**src/csv_byte_stream_parser_macros.svh**
```systemverilog
// assertion macros for the csv byte stream parser
// no dependencies; taken in by the files that carry assertions
`ifndef CSV_BYTE_STREAM_PARSER_MACROS_SVH
`define CSV_BYTE_STREAM_PARSER_MACROS_SVH

`ifndef SYNTHESIS
// same-cycle implication, checked out of reset
`define CSVP_ASSERT_IMP(lbl, clk, rstn, ante, cons) \
    lbl: assert property (@(posedge clk) disable iff (!(rstn)) (ante) |-> (cons)) \
        else $error("csvp assertion failed");
// next-cycle implication, checked out of reset
`define CSVP_ASSERT_NXT(lbl, clk, rstn, ante, cons) \
    lbl: assert property (@(posedge clk) disable iff (!(rstn)) (ante) |=> (cons)) \
        else $error("csvp assertion failed");
`else
`define CSVP_ASSERT_IMP(lbl, clk, rstn, ante, cons)
`define CSVP_ASSERT_NXT(lbl, clk, rstn, ante, cons)
`endif

`endif

```
**src/csvp_pkg.sv**
```systemverilog
// shared types and constants of the csv byte stream parser
// no dependencies
`timescale 1ns / 1ps
`default_nettype none

package csvp_pkg;

    localparam int ADDR_BITS = 4;

    localparam logic [1:0] REG_SKIP_LINES   = 2'd0;
    localparam logic [1:0] REG_FIRST_COLUMN = 2'd1;
    localparam logic [1:0] REG_DELIMITER    = 2'd2;

    localparam logic [7:0] QUOTE_BYTE = 8'h22;
    localparam logic [7:0] CR_BYTE    = 8'h0D;
    localparam logic [7:0] LF_BYTE    = 8'h0A;

    localparam logic FUNC_DATA = 1'b0;
    localparam logic FUNC_EOS  = 1'b1;

    localparam int QUEUE_DEPTH = 2;

    typedef enum logic [2:0] {
        KIND_CONTENT,
        KIND_FIELD_END,
        KIND_ROW_END,
        KIND_UNTERM_QUOTE,
        KIND_DONE,
        KIND_NO_DATA
    } kind_t;

    typedef enum logic [1:0] {
        PH_SKIP,
        PH_PARSE,
        PH_ERROR
    } phase_t;

    typedef struct packed {
        logic       func;
        logic [7:0] data_byte;
    } in_t;

    typedef struct packed {
        kind_t       kind;
        logic [7:0]  out_byte;
        logic [15:0] column;
        logic [23:0] line_num;
        logic        last;
    } out_t;

    // all results caused by one input byte, count is 1 to 3
    typedef struct packed {
        out_t [2:0] res;
        logic [1:0] count;
    } group_t;

    typedef struct packed {
        logic [15:0] skip_lines;
        logic [15:0] first_column;
        logic [7:0]  delimiter;
    } cfg_t;

endpackage

`default_nettype wire

```
**src/csvp_fifo.sv**
```systemverilog
// short queue of result groups between the parser front and the output back
// depends on csvp_pkg
`timescale 1ns / 1ps
`default_nettype none

module csvp_fifo #(
    parameter int DEPTH = 2
) (
    input  wire logic              aclk,
    input  wire logic              aresetn,
    input  wire logic              push,
    input  wire csvp_pkg::group_t  push_data,
    input  wire logic              pop,
    output csvp_pkg::group_t       head,
    output logic                   full,
    output logic                   empty
);

    localparam int AW = (DEPTH > 1) ? $clog2(DEPTH) : 1;
    localparam int CW = $clog2(DEPTH + 1);
    localparam logic [AW-1:0] LAST_PTR = AW'(DEPTH - 1);

    csvp_pkg::group_t mem_reg [DEPTH];
    logic [AW-1:0] wr_ptr_reg, wr_ptr_next;
    logic [AW-1:0] rd_ptr_reg, rd_ptr_next;
    logic [CW-1:0] count_reg, count_next;

    always_comb begin
        wr_ptr_next = wr_ptr_reg;
        rd_ptr_next = rd_ptr_reg;
        count_next  = count_reg;
        if (push) begin
            wr_ptr_next = (wr_ptr_reg == LAST_PTR) ? '0 : wr_ptr_reg + 1'b1;
        end
        if (pop) begin
            rd_ptr_next = (rd_ptr_reg == LAST_PTR) ? '0 : rd_ptr_reg + 1'b1;
        end
        if (push && !pop) begin
            count_next = count_reg + 1'b1;
        end else if (pop && !push) begin
            count_next = count_reg - 1'b1;
        end
    end

    always_ff @(posedge aclk) begin
        if (!aresetn) begin
            wr_ptr_reg <= '0;
            rd_ptr_reg <= '0;
            count_reg  <= '0;
        end else begin
            wr_ptr_reg <= wr_ptr_next;
            rd_ptr_reg <= rd_ptr_next;
            count_reg  <= count_next;
        end
    end

    always_ff @(posedge aclk) begin
        if (push) begin
            mem_reg[wr_ptr_reg] <= push_data;
        end
    end

    assign head  = mem_reg[rd_ptr_reg];
    assign full  = (count_reg == CW'(DEPTH));
    assign empty = (count_reg == '0);

endmodule

`default_nettype wire

```
**config.mk**
```make
export PLATFORM = sky130hd
export DESIGN_NAME = csvp_fifo
export DESIGN_NICKNAME = d
export VERILOG_FILES = /design/src/csv_byte_stream_parser_macros.svh /design/src/csvp_pkg.sv /design/src/csvp_fifo.sv
export SDC_FILE = /design/constraint.sdc
export NUM_CORES = 1
export LEC_CHECK = 0
export BUFFER_PORTS_ARGS = -buffer_cell sky130_fd_sc_hd__clkbuf_2
export CAP_MARGIN = 30
export CORE_UTILIZATION = 56
export DETAILED_ROUTE_END_ITERATION = 10
export PLACE_DENSITY = 0.84
export SETUP_SLACK_MARGIN = 0.4
export SLEW_MARGIN = 10
export SYNTH_ARGS = -nofsm -noshare
export SYNTH_HDL_FRONTEND = slang
export SYNTH_SLANG_ARGS = --single-unit
```
**constraint.sdc**
```tcl
create_clock -name aclk -period 13.97 [get_ports aclk]
set_input_delay 2.794 -clock aclk [delete_from_list [all_inputs] [get_ports aclk]]
set_output_delay 2.794 -clock aclk [all_outputs]
set_load 0.03 [all_outputs]
```
==> results.md <==
* Final cell count without fillers at 1160
* Gr usage total at 20.2%
* H-tree lvl count at 2
* Largest net degree at the start of global routing at 76
* Maxcap violations at 0
* Drc violations at 0
* Clock Latency Late Sink at 0.49 ns
* TritonCTS clock tree: yes
* Antenna viol nets, final at 0
* HPWL Detailed at around 15 mm
* First-pass GRT wire length at roughly 33 mm
* DIE WIDTH at ~150 um
* Number of buffers created by CTS at 34
* Worst EP required at roughly 11 ns
* Area of the multi-input gates at 2280 um^2
* WL final at 22.9 mm
* Relative slew slack at around a third
* Setup Buffers After CTS at 0
* Final hold vios at 0
* Yosys reg bits at around 320
* Synth warnings at 0
* Kind of critical path: reg -> out
* CP max-delay cell: dfxtp_4
* Clk slew on worst S/H paths at 0.06 ns
* Worst slew pin tran at 0.976 ns
* Type of element launching the critical path: register
* Clock skew at approximately 0.0084 ns
* Sequential-to-total area share from yosys stat at 79.6%
* Drt via density at 5.26
* Initial Util at 57.1%
* Arrival @ worst endpoint at 2.50 ns
* Critical path fanouts, max at 46
* Met3 usage in global routing at between 6 and 7%
* Chip height at between 100 and 150 um
* Outcome: finished clean
* Vias at 6104
* Fmax at 0.189 GHz
* Post-Route Setup TNS at 0 ns
* Pwr Density at 154 nW/um^2
* Net Count, Synth at 677
* Area Overhead vs Synth at 24.9%
* WL/cell at 19.8 um
* Row count at 53
* Distinct cells, synth at 18
* GRT busiest layer: met2
* Die area at 22100 um^2
* P_leak at around 6 nW
* Placed Instances at 1099
* FILL cells at approximately 1.3k
* R2R Setup Slk at 11.84 ns
* Slew Limit Fails at 0
* IO Pins at 322
* Cell Area, Synth at between 10000 and 15000 um^2
* Post-CTS Resized at 0
* Met2 usage at 35.8%
* Post-Synthesis Cells at ~510
* GP Congestion at about 0.72
* Core Footprint at 21100 um^2
* Clk sinks at 321
* Share of layout cells above drive strength 1 at 60.5%
* CP Capture Type: output pin
* Largest vdd supply drop at approximately 150 uV
* Remaining global-route overflow at 0
* Final Net Count at 1025
* CP Cell Sequence: buf_4 -> buf_16 -> mux2_4 -> clkbuf_2
* # setup viols final at 0
* Number of global-route vias before repair at roughly 6.2k
* Slowest Stage Delay on Critical Path at 0.70 ns
* CTS Buffer Depth at 3
* Buffers on Ports at 321
* Commonest non-fill, non-tap cell in the layout: clkbuf_2
* Final worst path period need at 5.30 ns
* Number of flip-flops in the largest register at 316
* Initial DRC Count at around 300
* Most frequent cells in the layout: clkbuf_2 (321), edfxtp_1 (316), mux2_4 (101)
* Worst Hold Class: reg -> reg
* DRT Pass-1 Iters at 4
* Sequential standard cell area at 9590 um^2
* Period utilization at 37.9%
* Hold buffers post-CTS at 0
* CP delay by family, top: buffers and inverters
* Mean area per synthesized cell at 23.4 um^2
* Grt met1 use at about 22%
* Initial antenna violation count at 1
* Worst Path Buf+Inv at 3
* RSZ-0062 raised after global routing: no
* Clk root buf: clkbuf_16
-- cells by family (layout without fill, tap and decap cells) --
group / count (synthesis) / after routing / synth area share, %
AOI/OAI and AO/OA: 3 / 3 / 0.166
buffers and inverters: 19 / 389 / 1.59
other: 0 / 1 / 0
adders and majority gates: 1 / 1 / 0.104
DFF: 321 / 321 / 79.6
xor gates and xnor gates: 3 / 3 / 0.218
muxes: 158 / 158 / 17.9
and+or+nand+nor: 9 / 9 / 0.446
-- power breakdown --
part / internal (mW) / switching, mW / total [mW]
Combinational: 0.120 / 0.189 / 0.309
Clock: 0.534 / 0.339 / 0.873
Sequential: 1.11 / 0.0177 / 1.13
Total: 1.77 / 0.545 / 2.31
-- stage by stage --
step           worst slack [ns]  cell area (um^2)  hold WS [ns]  power [mW]  util [%]
2_1_floorplan              3.62             12100         0.473        1.38         -
3_3_place_gp               8.92             13900         0.488        1.45      65.8
3_5_place_dp               8.93             13900         0.504        1.46      65.9
4_1_cts                    8.38             15000         0.514        2.33      71.1
5_1_grt                    8.57             15100         0.563        2.38      71.4
6_report                   8.67             15100         0.509        2.31      71.4
-- worst paths after layout --
kind / startpoint / to / cells past startpoint
worst max-delay path: register / head[86] / 4
worst min-delay path: count_reg[1] / count_reg[1] / 2
worst max register to register: wr_ptr_reg / mem_reg[0][63] / 2
worst min register to register: count_reg[1] / count_reg[1] / 2
-- synth_stat cells (all sizes together) --
cell type,instances,area (um^2)
a21boi,1,7.51
xnor2,1,8.76
inv,1,3.75
mux2,158,2160
xor2,2,17.5
nor2,1,3.75
o21ai,1,5.00
nor2b,3,18.8
o21a,1,7.51
and2,4,25.0
ha,1,12.5
dfxtp,5,100
buf,18,188
or3,1,6.26
edfxtp,316,9490
-- tightest hold or removal path: cells and delay by family (launching register included) --
family,cells,cell delay [ns]
DFF,1,0.32
AOI/OAI and AO/OA,2,0.14
-- final cells by class --
| class | count | area share (%) |
|---|---|---|
| timing repair buffer | 330 | 11.5 |
| clock buffer | 44 | 6.33 |
| clock inverter | 14 | 0.931 |
| inverter | 1 | 0.0249 |
| multi-input combinational | 174 | 15.2 |
| antenna | 1 | 0.0166 |
| sequential | 321 | 63.7 |
| tap | 275 | 2.29 |
-- routing by layer --
metal  up-vias  wire length [um]
met5         -                 0
met4         0               797
met1      3027              8080
met2       271             12100
li1       2752                 -
met3        54              1970
No activity file was read; power rests on OpenSTA's default activity.
