==> src/csv_byte_stream_parser_macros.svh <==
// assertion macros for the csv byte stream parser
// no dependencies; taken in by the files that carry assertions
`ifndef CSV_BYTE_STREAM_PARSER_MACROS_SVH
`define CSV_BYTE_STREAM_PARSER_MACROS_SVH

`ifndef SYNTHESIS
// same-cycle implication, checked out of reset
`define CSVP_ASSERT_IMP(lbl, clk, rstn, ante, cons) \
    lbl: assert property (@(posedge clk) disable iff (!(rstn)) (ante) |-> (cons)) \
        else $error("csvp assertion failed");
// next-cycle implication, checked out of reset
`define CSVP_ASSERT_NXT(lbl, clk, rstn, ante, cons) \
    lbl: assert property (@(posedge clk) disable iff (!(rstn)) (ante) |=> (cons)) \
        else $error("csvp assertion failed");
`else
`define CSVP_ASSERT_IMP(lbl, clk, rstn, ante, cons)
`define CSVP_ASSERT_NXT(lbl, clk, rstn, ante, cons)
`endif

`endif

==> src/csvp_pkg.sv <==
// shared types and constants of the csv byte stream parser
// no dependencies
`timescale 1ns / 1ps
`default_nettype none

package csvp_pkg;

    localparam int ADDR_BITS = 4;

    localparam logic [1:0] REG_SKIP_LINES   = 2'd0;
    localparam logic [1:0] REG_FIRST_COLUMN = 2'd1;
    localparam logic [1:0] REG_DELIMITER    = 2'd2;

    localparam logic [7:0] QUOTE_BYTE = 8'h22;
    localparam logic [7:0] CR_BYTE    = 8'h0D;
    localparam logic [7:0] LF_BYTE    = 8'h0A;

    localparam logic FUNC_DATA = 1'b0;
    localparam logic FUNC_EOS  = 1'b1;

    localparam int QUEUE_DEPTH = 2;

    typedef enum logic [2:0] {
        KIND_CONTENT,
        KIND_FIELD_END,
        KIND_ROW_END,
        KIND_UNTERM_QUOTE,
        KIND_DONE,
        KIND_NO_DATA
    } kind_t;

    typedef enum logic [1:0] {
        PH_SKIP,
        PH_PARSE,
        PH_ERROR
    } phase_t;

    typedef struct packed {
        logic       func;
        logic [7:0] data_byte;
    } in_t;

    typedef struct packed {
        kind_t       kind;
        logic [7:0]  out_byte;
        logic [15:0] column;
        logic [23:0] line_num;
        logic        last;
    } out_t;

    // all results caused by one input byte, count is 1 to 3
    typedef struct packed {
        out_t [2:0] res;
        logic [1:0] count;
    } group_t;

    typedef struct packed {
        logic [15:0] skip_lines;
        logic [15:0] first_column;
        logic [7:0]  delimiter;
    } cfg_t;

endpackage

`default_nettype wire

==> src/csvp_back.sv <==
// output back: walks each queued group one result per cycle, while m_ready allows, into the output register
// depends on csvp_pkg
`timescale 1ns / 1ps
`default_nettype none

module csvp_back (
    input  wire logic              aclk,
    input  wire logic              aresetn,
    input  wire csvp_pkg::group_t  head,
    input  wire logic              q_empty,
    output logic                   pop,
    output logic                   m_valid,
    input  wire logic              m_ready,
    output csvp_pkg::out_t         m_data
);

    logic [1:0]     idx_reg, idx_next;
    logic           m_valid_reg, m_valid_next;
    csvp_pkg::out_t m_data_reg, m_data_next;
    logic           load, at_last;

    always_comb begin
        load         = !q_empty && (!m_valid_reg || m_ready);
        at_last      = (idx_reg == head.count - 2'd1);
        pop          = load && at_last;
        idx_next     = idx_reg;
        m_valid_next = m_valid_reg;
        m_data_next  = m_data_reg;
        if (load) begin
            m_valid_next     = 1'b1;
            m_data_next      = head.res[idx_reg];
            m_data_next.last = at_last;
            idx_next         = at_last ? 2'd0 : idx_reg + 2'd1;
        end else if (m_ready) begin
            m_valid_next = 1'b0;
        end
    end

    always_ff @(posedge aclk) begin
        if (!aresetn) begin
            idx_reg     <= 2'd0;
            m_valid_reg <= 1'b0;
        end else begin
            idx_reg     <= idx_next;
            m_valid_reg <= m_valid_next;
        end
    end

    always_ff @(posedge aclk) begin
        m_data_reg <= m_data_next;
    end

    assign m_valid = m_valid_reg;
    assign m_data  = m_data_reg;

endmodule

`default_nettype wire

==> config.mk <==
export PLATFORM = sky130hd
export DESIGN_NAME = csvp_back
export DESIGN_NICKNAME = d
export VERILOG_FILES = /design/src/csv_byte_stream_parser_macros.svh /design/src/csvp_pkg.sv /design/src/csvp_back.sv
export SDC_FILE = /design/constraint.sdc
export NUM_CORES = 1
export LEC_CHECK = 0
export ABC_AREA = 0
export BUFFER_PORTS_ARGS = -buffer_cell sky130_fd_sc_hd__buf_2
export CORE_ASPECT_RATIO = 0.6
export CORE_MARGIN = 2
export CORE_UTILIZATION = 43
export DETAILED_ROUTE_END_ITERATION = 10
export PLACE_DENSITY = 0.86
export SLEW_MARGIN = 40
export SYNTH_ARGS = -nofsm -noshare
export SYNTH_HDL_FRONTEND = slang
export SYNTH_SLANG_ARGS = --single-unit
==> constraint.sdc <==
create_clock -name aclk -period 10.5 [get_ports aclk]
set_input_delay 2.1 -clock aclk [delete_from_list [all_inputs] [get_ports aclk]]
set_output_delay 2.1 -clock aclk [all_outputs]
set_load 0.03 [all_outputs]
==> impl_metrics.csv, run 1 <==
group,metric,value,unit
setup_path,required,8.40,ns
die,core.rowCount,22,
detailed_routing,totalWireLength,7.38,mm
logic_synthesis,synthesized_flop_and_latch_total,55,
setup_path,crit_path_max_incr_delay,0.39,ns
die,die_area,0.00721,sq mm
sta,layout_worst_path_cycle_share,0.497,
logic_synthesis,synth.distinct_cells,23,
power,total_power,0.515,mW
grt,first_pass_grt_wire_length,11.0,mm
sta,max_freq,0.192,GHz
power,power_density,128,mW/mm^2
logic_synthesis,synth.top_cells.by_area,"sky130_fd_sc_hd__edfxtp_1 56%, sky130_fd_sc_hd__mux2i_1 18%, sky130_fd_sc_hd__o21ai_1 9.3%",
logic_synthesis,netlist.area_leader.share,0.556,
setup_path,signal_arrival_time_at_the_worst_endpoint,3.11,ns
detailed_routing,detailroute.wirelength.met3,647,um
setup_path,timing.critical_path.mode_cell,"sky130_fd_sc_hd__buf_2",
sta,layout_min_cycle_time,5.21,ns
setup_path,worstSetupStartpointType,"input pin",
grt,antenna_violations_before_repair,0,
setup_path,path_max_fanout,3,
status,run_status,"finished clean",
final_layout,largest_reg_flops,52,
logic_synthesis,mappedNetlistNets,407,
final_layout,area_growth,43.1,%
cts,cts_max_path_buffers,2,
grt,maximum_number_of_pins_on_one_net_before_global_route_repair,56,
job,maxCapViolations,0,
power,pleak,1.73,nW
sta,setup_viol,0,
grt,globalRouteOverflowTotal,0,
setup_path,timing.critical_path.buf_inv,2,
logic_synthesis,syn-instance-count,245,
place,placed_cells_incl_taps,526,
cts,post_cts.resized_instances,0,
sta,hold_viol_final,0,
final_layout,diodes,0,
cts,cts_tree,"yes",
final_layout,final_cells,534,
cts,worstSkewPairLatency,0.29,ns
setup_path,crit_path_top_delay_cell,"sky130_fd_sc_hd__or3b_1",
detailed_routing,first_iter_violations,103,
setup_path,criticalPathCategory,"in2out",
detailed_routing,met2_length,3.88,mm
place,portBuffers,212,
logic_synthesis,synth.largest_area_cell,"sky130_fd_sc_hd__edfxtp_1",
cts,tritoncts_num_sinks,55,
logic_synthesis,post_synth.cell_area_avg,11.5,sq um
worst_hold_path,hp-class,"reg2reg",
sta,tightestPinTransition,0.664,ns
detailed_routing,detail_route.wl_per_cell,13.8,um
setup_path,worst_setup_path_end_kind,"output pin",
die,die_y,66.6,um
cts,clkTransAtPathRegs,0.09,ns
sta,slew_viol_final,0,
grt,via_count_of_the_first_global_routing_pass,2476,
grt,grt_util_all_layers,0.200,
setup_path,timing.critical_path.cells,"buf_2 > xnor2_1 > or3b_1 > a21boi_1 > buf_2",
setup_path,cp_top_family,"simple AND/OR/NAND/NOR gates",
place,dp_hpwl,5.61,mm
logic_synthesis,yosysWarningCount,0,
sta,setup_repair_after_global_routing_missed_its_margin,"no",
sta,worst_slew_margin_rel,0.557,
die,floorplan.die.width,108,um
sta,skew,0.00389,ns
sta,setup-tns-final,0,ns
die,boundaryPins,216,
die,core_area,0.00622,sq mm
final_layout,fin_nets,611,
final_layout,layout.filler_cells,510,
cts,htree_depth,2,
detailed_routing,routed-via-count,2578,
die,start_util,0.451,
detailed_routing,remaining_number_of_nets_flagged_by_the_antenna_check_after_routing,0,
detailed_routing,firstDrtPassIters,4,
detailed_routing,via_per_inst,4.83,
place,gp_congestion,0.741,
cts,postCtsSetupBuffers,0,
final_layout,drive_gt1_frac,0.498,
detailed_routing,met1_length,2.80,mm
logic_synthesis,synthesis.area,0.00281,sq mm
detailed_routing,highest_layer,"met4",
power,worst_ir_drop_vdd,58.1,uV
cts,clock-root-buffer,"sky130_fd_sc_hd__clkbuf_8",
detailed_routing,detail_route.drc_violations,0,
cts,cts_hold_repair.buffers,0,
logic_synthesis,synth_seq_area_share,0.578,
cts,tritoncts.num_buffers,5,
## worst register-to-register path, cell delays in order, from the launching register on
cell                      delay, ns
sky130_fd_sc_hd__dfxtp_4       0.72
sky130_fd_sc_hd__nor2b_4       0.63
sky130_fd_sc_hd__buf_8         0.28
sky130_fd_sc_hd__nand2_1       0.08
sky130_fd_sc_hd__o21ai_1       0.11
## power breakdown
part | switching [mW] | leakage, nW | internal [mW] | total (mW)
combinational | 0.0752 | 1.16 | 0.0549 | 0.130
clock | 0.0612 | 0.0395 | 0.0476 | 0.109
sequential | 0.0119 | 0.531 | 0.265 | 0.276
total | 0.148 | 1.73 | 0.367 | 0.515
## cells by family (layout without fill, tap and decap cells)
logic type | Yosys count | after routing | synth area share
buf+inv | 20 | 225 | 0.0392
mux | 51 | 51 | 0.182
flops | 55 | 55 | 0.578
xor+xnor | 1 | 1 | 0.00312
compound gates | 60 | 60 | 0.115
simple gates | 58 | 58 | 0.0834
## stage by stage
step                      hold slack, ns  instance area, sq um  setup slack, ns  utilization
final                              0.725                  4020             5.29        0.645
after global routing               0.772                  4020             5.23        0.645
after CTS                          0.730                  4020             5.27        0.645
after detailed placement           0.716                  3940             5.27        0.633
after global placement             0.711                  3900             5.30        0.627
after floorplan                    0.574                  2810             3.32            -
## synth_stat cells (all sizes together)
master / number
a21boi: 2
o21ai: 53
nand3b: 1
inv: 2
nor2: 1
dfxtp: 3
or3b: 1
o311ai: 1
xnor2: 1
a2111o: 1
nand2: 52
a21oi: 1
mux2i: 51
nand2b: 1
clkbuf: 3
o41ai: 1
buf: 15
edfxtp: 52
o21a: 1
nor2b: 2
## layer usage
layer | track usage | vias to the layer above
met5 | 0 | -
met4 | 0.0417 | 0
met3 | 0.0528 | 6
met2 | 0.388 | 112
met1 | 0.222 | 1158
li1 | - | 1302
## layout by cell type (no fill, tap or decap)
cell / count
sky130_fd_sc_hd__nor2b_1: 1
sky130_fd_sc_hd__xnor2_1: 1
sky130_fd_sc_hd__nand3b_1: 1
sky130_fd_sc_hd__dfxtp_4: 2
sky130_fd_sc_hd__clkbuf_8: 5
sky130_fd_sc_hd__nand2_1: 52
sky130_fd_sc_hd__nand2b_1: 1
sky130_fd_sc_hd__dfxtp_1: 1
sky130_fd_sc_hd__clkbuf_1: 3
sky130_fd_sc_hd__o21a_1: 1
sky130_fd_sc_hd__o21ai_0: 1
sky130_fd_sc_hd__o21ai_1: 52
sky130_fd_sc_hd__nor2b_4: 1
sky130_fd_sc_hd__buf_12: 1
sky130_fd_sc_hd__a21oi_1: 1
sky130_fd_sc_hd__o41ai_1: 1
sky130_fd_sc_hd__edfxtp_1: 52
sky130_fd_sc_hd__mux2i_1: 51
sky130_fd_sc_hd__o311ai_1: 1
sky130_fd_sc_hd__or3b_1: 1
sky130_fd_sc_hd__buf_8: 1
sky130_fd_sc_hd__nor2_4: 1
sky130_fd_sc_hd__a21boi_1: 2
sky130_fd_sc_hd__buf_2: 212
sky130_fd_sc_hd__a2111o_1: 1
sky130_fd_sc_hd__inv_1: 2
sky130_fd_sc_hd__buf_4: 1
## path summary, 6_finish.rpt
check | start | endpoint | slack [ns] | cells past startpoint
max reg2reg | idx_reg[1] | m_data[18] | 8.52 | 4
min | m_valid | m_valid | 0.72 | 2
min reg2reg | m_valid | m_valid | 0.72 | 2
max | head[1] | pop | 5.29 | 5
## cell type report
type | instances | area, sq um | area share
Sequential cell | 55 | 1630 | 0.406
Inverter | 2 | 7.51 | 0.00187
Clock buffer | 8 | 80.1 | 0.0199
Multi-Input combinational cell | 170 | 1090 | 0.271
Timing Repair Buffer | 215 | 1100 | 0.275
Tap cell | 84 | 105 | 0.0262
No activity file was read; power rests on OpenSTA's default activity.
==> run 2: changes to the inputs <==
--- a/config.mk
+++ b/config.mk
@@ -5,13 +5,13 @@
 export SDC_FILE = /design/constraint.sdc
 export NUM_CORES = 1
 export LEC_CHECK = 0
-export ABC_AREA = 0
+export ABC_AREA = 1
 export BUFFER_PORTS_ARGS = -buffer_cell sky130_fd_sc_hd__buf_2
 export CORE_ASPECT_RATIO = 0.6
 export CORE_MARGIN = 2
-export CORE_UTILIZATION = 43
+export CORE_UTILIZATION = 41
 export DETAILED_ROUTE_END_ITERATION = 10
-export PLACE_DENSITY = 0.86
+export PLACE_DENSITY = 0.82
 export SLEW_MARGIN = 40
 export SYNTH_ARGS = -nofsm -noshare
 export SYNTH_HDL_FRONTEND = slang
==> constraint.sdc (replaced) <==
create_clock -name aclk -period 4.83 [get_ports aclk]
set_input_delay 0.966 -clock aclk [delete_from_list [all_inputs] [get_ports aclk]]
set_output_delay 0.966 -clock aclk [all_outputs]
set_load 0.03 [all_outputs]
==> run 2 against run 1 <==
Flip-flop and latch count did not move. Clock skew fell by 0.0016 ns. First-iteration DRC count rose by 37%. Clock-buffer cell count fell by 1. Critical path depth rose by 1. Largest cell class unchanged. Global-route usage rose by 0.23 points. Utilization fell by 4.6 points. Sequential power rose by 120%. Clock power rose to 3.1 times the previous value. Cell count rose by 12%. Highest routed layer unchanged.
==> impl_metrics.csv, run 2 <==
group,metric,value,unit
detailed_routing,firstDrtPassIters,5,
setup_path,required,3.86,ns
setup_path,worstSetupStartpointType,"flip-flop",
detailed_routing,detail_route.wl_per_cell,13.6,um
logic_synthesis,dominantRegCellSynth,"sky130_fd_sc_hd__edfxtp_1",
sta,worst_slack,1.93,ns
cts,postCtsSetupBuffers,0,
setup_path,reg2reg_depth,4,
grt,grt_util_all_layers,0.202,
setup_path,worst_setup_path_end_kind,"output pin",
die,core.rowCount,23,
final_layout,final_common_cell,"sky130_fd_sc_hd__buf_2",
final_layout,layout.cell_area.non_filler,0.00406,sq mm
place,placed_cells_incl_taps,588,
setup_path,path_max_fanout,103,
sta,setup-tns-final,0,ns
logic_synthesis,post_synth.cell_area_avg,9.18,sq um
logic_synthesis,synthesis.area,0.00289,sq mm
sta,slew_viol_final,0,
final_layout,diodes,0,
die,die_y,69.1,um
detailed_routing,totalWireLength,8.09,mm
worst_hold_path,min_path_cells,2,
setup_path,r2r_end,"m_data[48]",
cts,htree_depth,2,
cts,clock-root-buffer,"sky130_fd_sc_hd__clkbuf_16",
detailed_routing,met1_length,3.28,mm
power,power.internal,0.891,mW
logic_synthesis,number_of_flops_mapped_to_enable_cells_by_yosys,52,
die,die_area,0.00776,sq mm
grt,antenna_violations_before_repair,0,
power,seqPwrFrac,0.477,
detailed_routing,routed-via-count,3055,
setup_path,timing.rr.start,"idx_reg[0]",
die,core_area,0.00676,sq mm
sta,tightestPinTransition,0.737,ns
die,boundaryPins,216,
logic_synthesis,synth.largest_area_cell,"sky130_fd_sc_hd__edfxtp_1",
logic_synthesis,yosysWarningCount,0,
setup_path,timing.critical_path.cells,"inv_2 > buf_6 > nor2_4 > nand2_2 > a21oi_4 > buf_2",
grt,globalRouteOverflowTotal,0,
setup_path,criticalPathCategory,"reg2out",
grt,first_pass_grt_wire_length,12.8,mm
place,dp_hpwl,5.74,mm
power,power_density,313,mW/mm^2
logic_synthesis,synth.top_cells.by_area,"sky130_fd_sc_hd__edfxtp_1 54%, sky130_fd_sc_hd__nand3_1 9.2%, sky130_fd_sc_hd__o21ai_0 9.0%",
final_layout,most_used_cells_in_the_layout_excluding_fill_and_tap_cells,"212 x sky130_fd_sc_hd__buf_2, 54 x sky130_fd_sc_hd__nor2_1, 53 x sky130_fd_sc_hd__nand3_1",
grt,maximum_number_of_pins_on_one_net_before_global_route_repair,104,
final_layout,largest_reg_flops,52,
final_layout,drive_gt1_frac,0.450,
final_layout,layout.filler_cells,574,
power,switching_share,0.298,
sta,setup_repair_after_global_routing_missed_its_margin,"no",
logic_synthesis,synth_seq_area_share,0.561,
place,portBuffers,212,
sta,layout_worst_path_cycle_share,0.601,
logic_synthesis,synth.distinct_cells,21,
setup_path,crit_path_max_incr_delay,0.66,ns
detailed_routing,first_iter_violations,141,
logic_synthesis,mappedNetlistNets,477,
cts,worstSkewPairLatency,0.28,ns
sta,max_freq,0.345,GHz
final_layout,area_growth,40.3,%
place,gp_congestion,0.792,
detailed_routing,highest_layer,"met4",
sta,skew,0.00232,ns
status,run_status,"finished clean",
cts,cts_max_path_buffers,2,
final_layout,final_cells,596,
setup_path,critical_path.startpoint,"idx_reg[0]",
detailed_routing,via_per_inst,5.13,
power,worst_ir_drop_vdd,157,uV
power,total_switching_power,0.378,mW
worst_hold_path,hold_path.startpoint,"m_valid",
cts,cts_hold_repair.buffers,0,
cts,cts_tree,"yes",
logic_synthesis,netlist.area_leader.share,0.540,
logic_synthesis,netlist_top_cells_count,"54 x sky130_fd_sc_hd__nor2_1, 53 x sky130_fd_sc_hd__nand3_1, 52 x sky130_fd_sc_hd__edfxtp_1, 52 x sky130_fd_sc_hd__o21ai_0, 50 x sky130_fd_sc_hd__o21ai_1",
logic_synthesis,syn-instance-count,315,
detailed_routing,detail_route.drc_violations,0,
die,floorplan.die.width,112,um
logic_synthesis,cell_with_the_most_instances_after_synthesis,"sky130_fd_sc_hd__nor2_1",
cts,clkTransAtPathRegs,0.06,ns
worst_hold_path,worst_hold_path.endpoint,"m_valid",
setup_path,crit_path_top_delay_cell,"sky130_fd_sc_hd__dfxtp_4",
power,power.share.clock,0.265,
place,detailed_place.area,0.00391,sq mm
job,maxCapViolations,0,
setup_path,signal_arrival_time_at_the_worst_endpoint,1.94,ns
sta,hold_viol_final,0,
sta,setup_viol,0,
worst_hold_path,hp-class,"reg2reg",
detailed_routing,remaining_number_of_nets_flagged_by_the_antenna_check_after_routing,0,
cts,tritoncts_num_sinks,55,
power,pwr-share-comb,0.258,
detailed_routing,met2_length,3.95,mm
logic_synthesis,postSynth.asyncResetShare,0,
place,place_ws,1.85,ns
sta,worst_slew_margin_rel,0.509,
cts,post_cts.resized_instances,0,
power,pleak,1.82,nW
sta,layout_min_cycle_time,2.90,ns
die,start_util,0.428,
cts,tritoncts.num_buffers,5,
detailed_routing,detailroute.wirelength.met3,807,um
final_layout,fin_nets,670,
power,total_power,1.27,mW
logic_synthesis,synthesized_flop_and_latch_total,55,
grt,via_count_of_the_first_global_routing_pass,2782,
setup_path,r2r_slack,3.18,ns
==> run 2: worst max-delay path by stage <==
stage | endpoint | slack [ns] | depth (start not counted)
2_1_floorplan | m_data[0] | 2.19 | 4
3_3_place_gp | pop | 1.93 | 6
3_5_place_dp | pop | 1.85 | 6
4_1_cts | pop | 1.53 | 6
5_1_grt | pop | 1.75 | 6
6_report | pop | 1.93 | 6
==> run 2: kinds of logic (layout without fill, tap and decap cells) <==
| logic type | Yosys count | in the layout | share of synthesized area |
|---|---|---|---|
| AO/OA/AOI/OAI | 104 | 104 | 0.185 |
| flip-flops | 55 | 55 | 0.561 |
| AND/OR/NAND/NOR | 120 | 120 | 0.186 |
| buffers and inverters | 36 | 230 | 0.0688 |
==> run 2: cell type report <==
| cell class | count | area [sq um] | area share |
|---|---|---|---|
| clock buffers | 7 | 133 | 0.0327 |
| flip-flops and latches | 55 | 1630 | 0.401 |
| well taps | 87 | 109 | 0.0268 |
| multi-input cells | 224 | 1070 | 0.264 |
| inverters | 8 | 32.5 | 0.00802 |
| repair buffers | 214 | 1080 | 0.266 |
| clock inverters | 1 | 5.00 | 0.00123 |
==> run 2: power groups by stage <==
stage               logic [mW]  registers [mW]  clock network (mW)
floorplan                0.127           0.698                   0
CTS                      0.330           0.606               0.350
global placement         0.321           0.614                   0
detailed placement       0.329           0.616                   0
finish                   0.327           0.606               0.337
global route             0.358           0.611               0.371
==> run 2: metrics by stage <==
| stage | utilization | hold slack (ns) |
|---|---|---|
| finish | 0.600 | 0.562 |
| global route | 0.600 | 0.632 |
| CTS | 0.599 | 0.565 |
| detailed placement | 0.579 | 0.557 |
| global placement | 0.578 | 0.531 |
| floorplan | - | 0.651 |
==> run 2: critical path, delay by kind of cell (launching register included) <==
| family | cells | cell delay, ns |
|---|---|---|
| AO/OA/AOI/OAI | 1 | 0.12 |
| buffers and inverters | 3 | 0.57 |
| flip-flops | 1 | 0.66 |
| AND/OR/NAND/NOR | 2 | 0.26 |
==> run 2: layer usage <==
layer,GRT usage,vias to the layer above
met2,0.359,151
met1,0.241,1387
met5,0,-
li1,-,1511
met4,0.0447,0
met3,0.0642,6
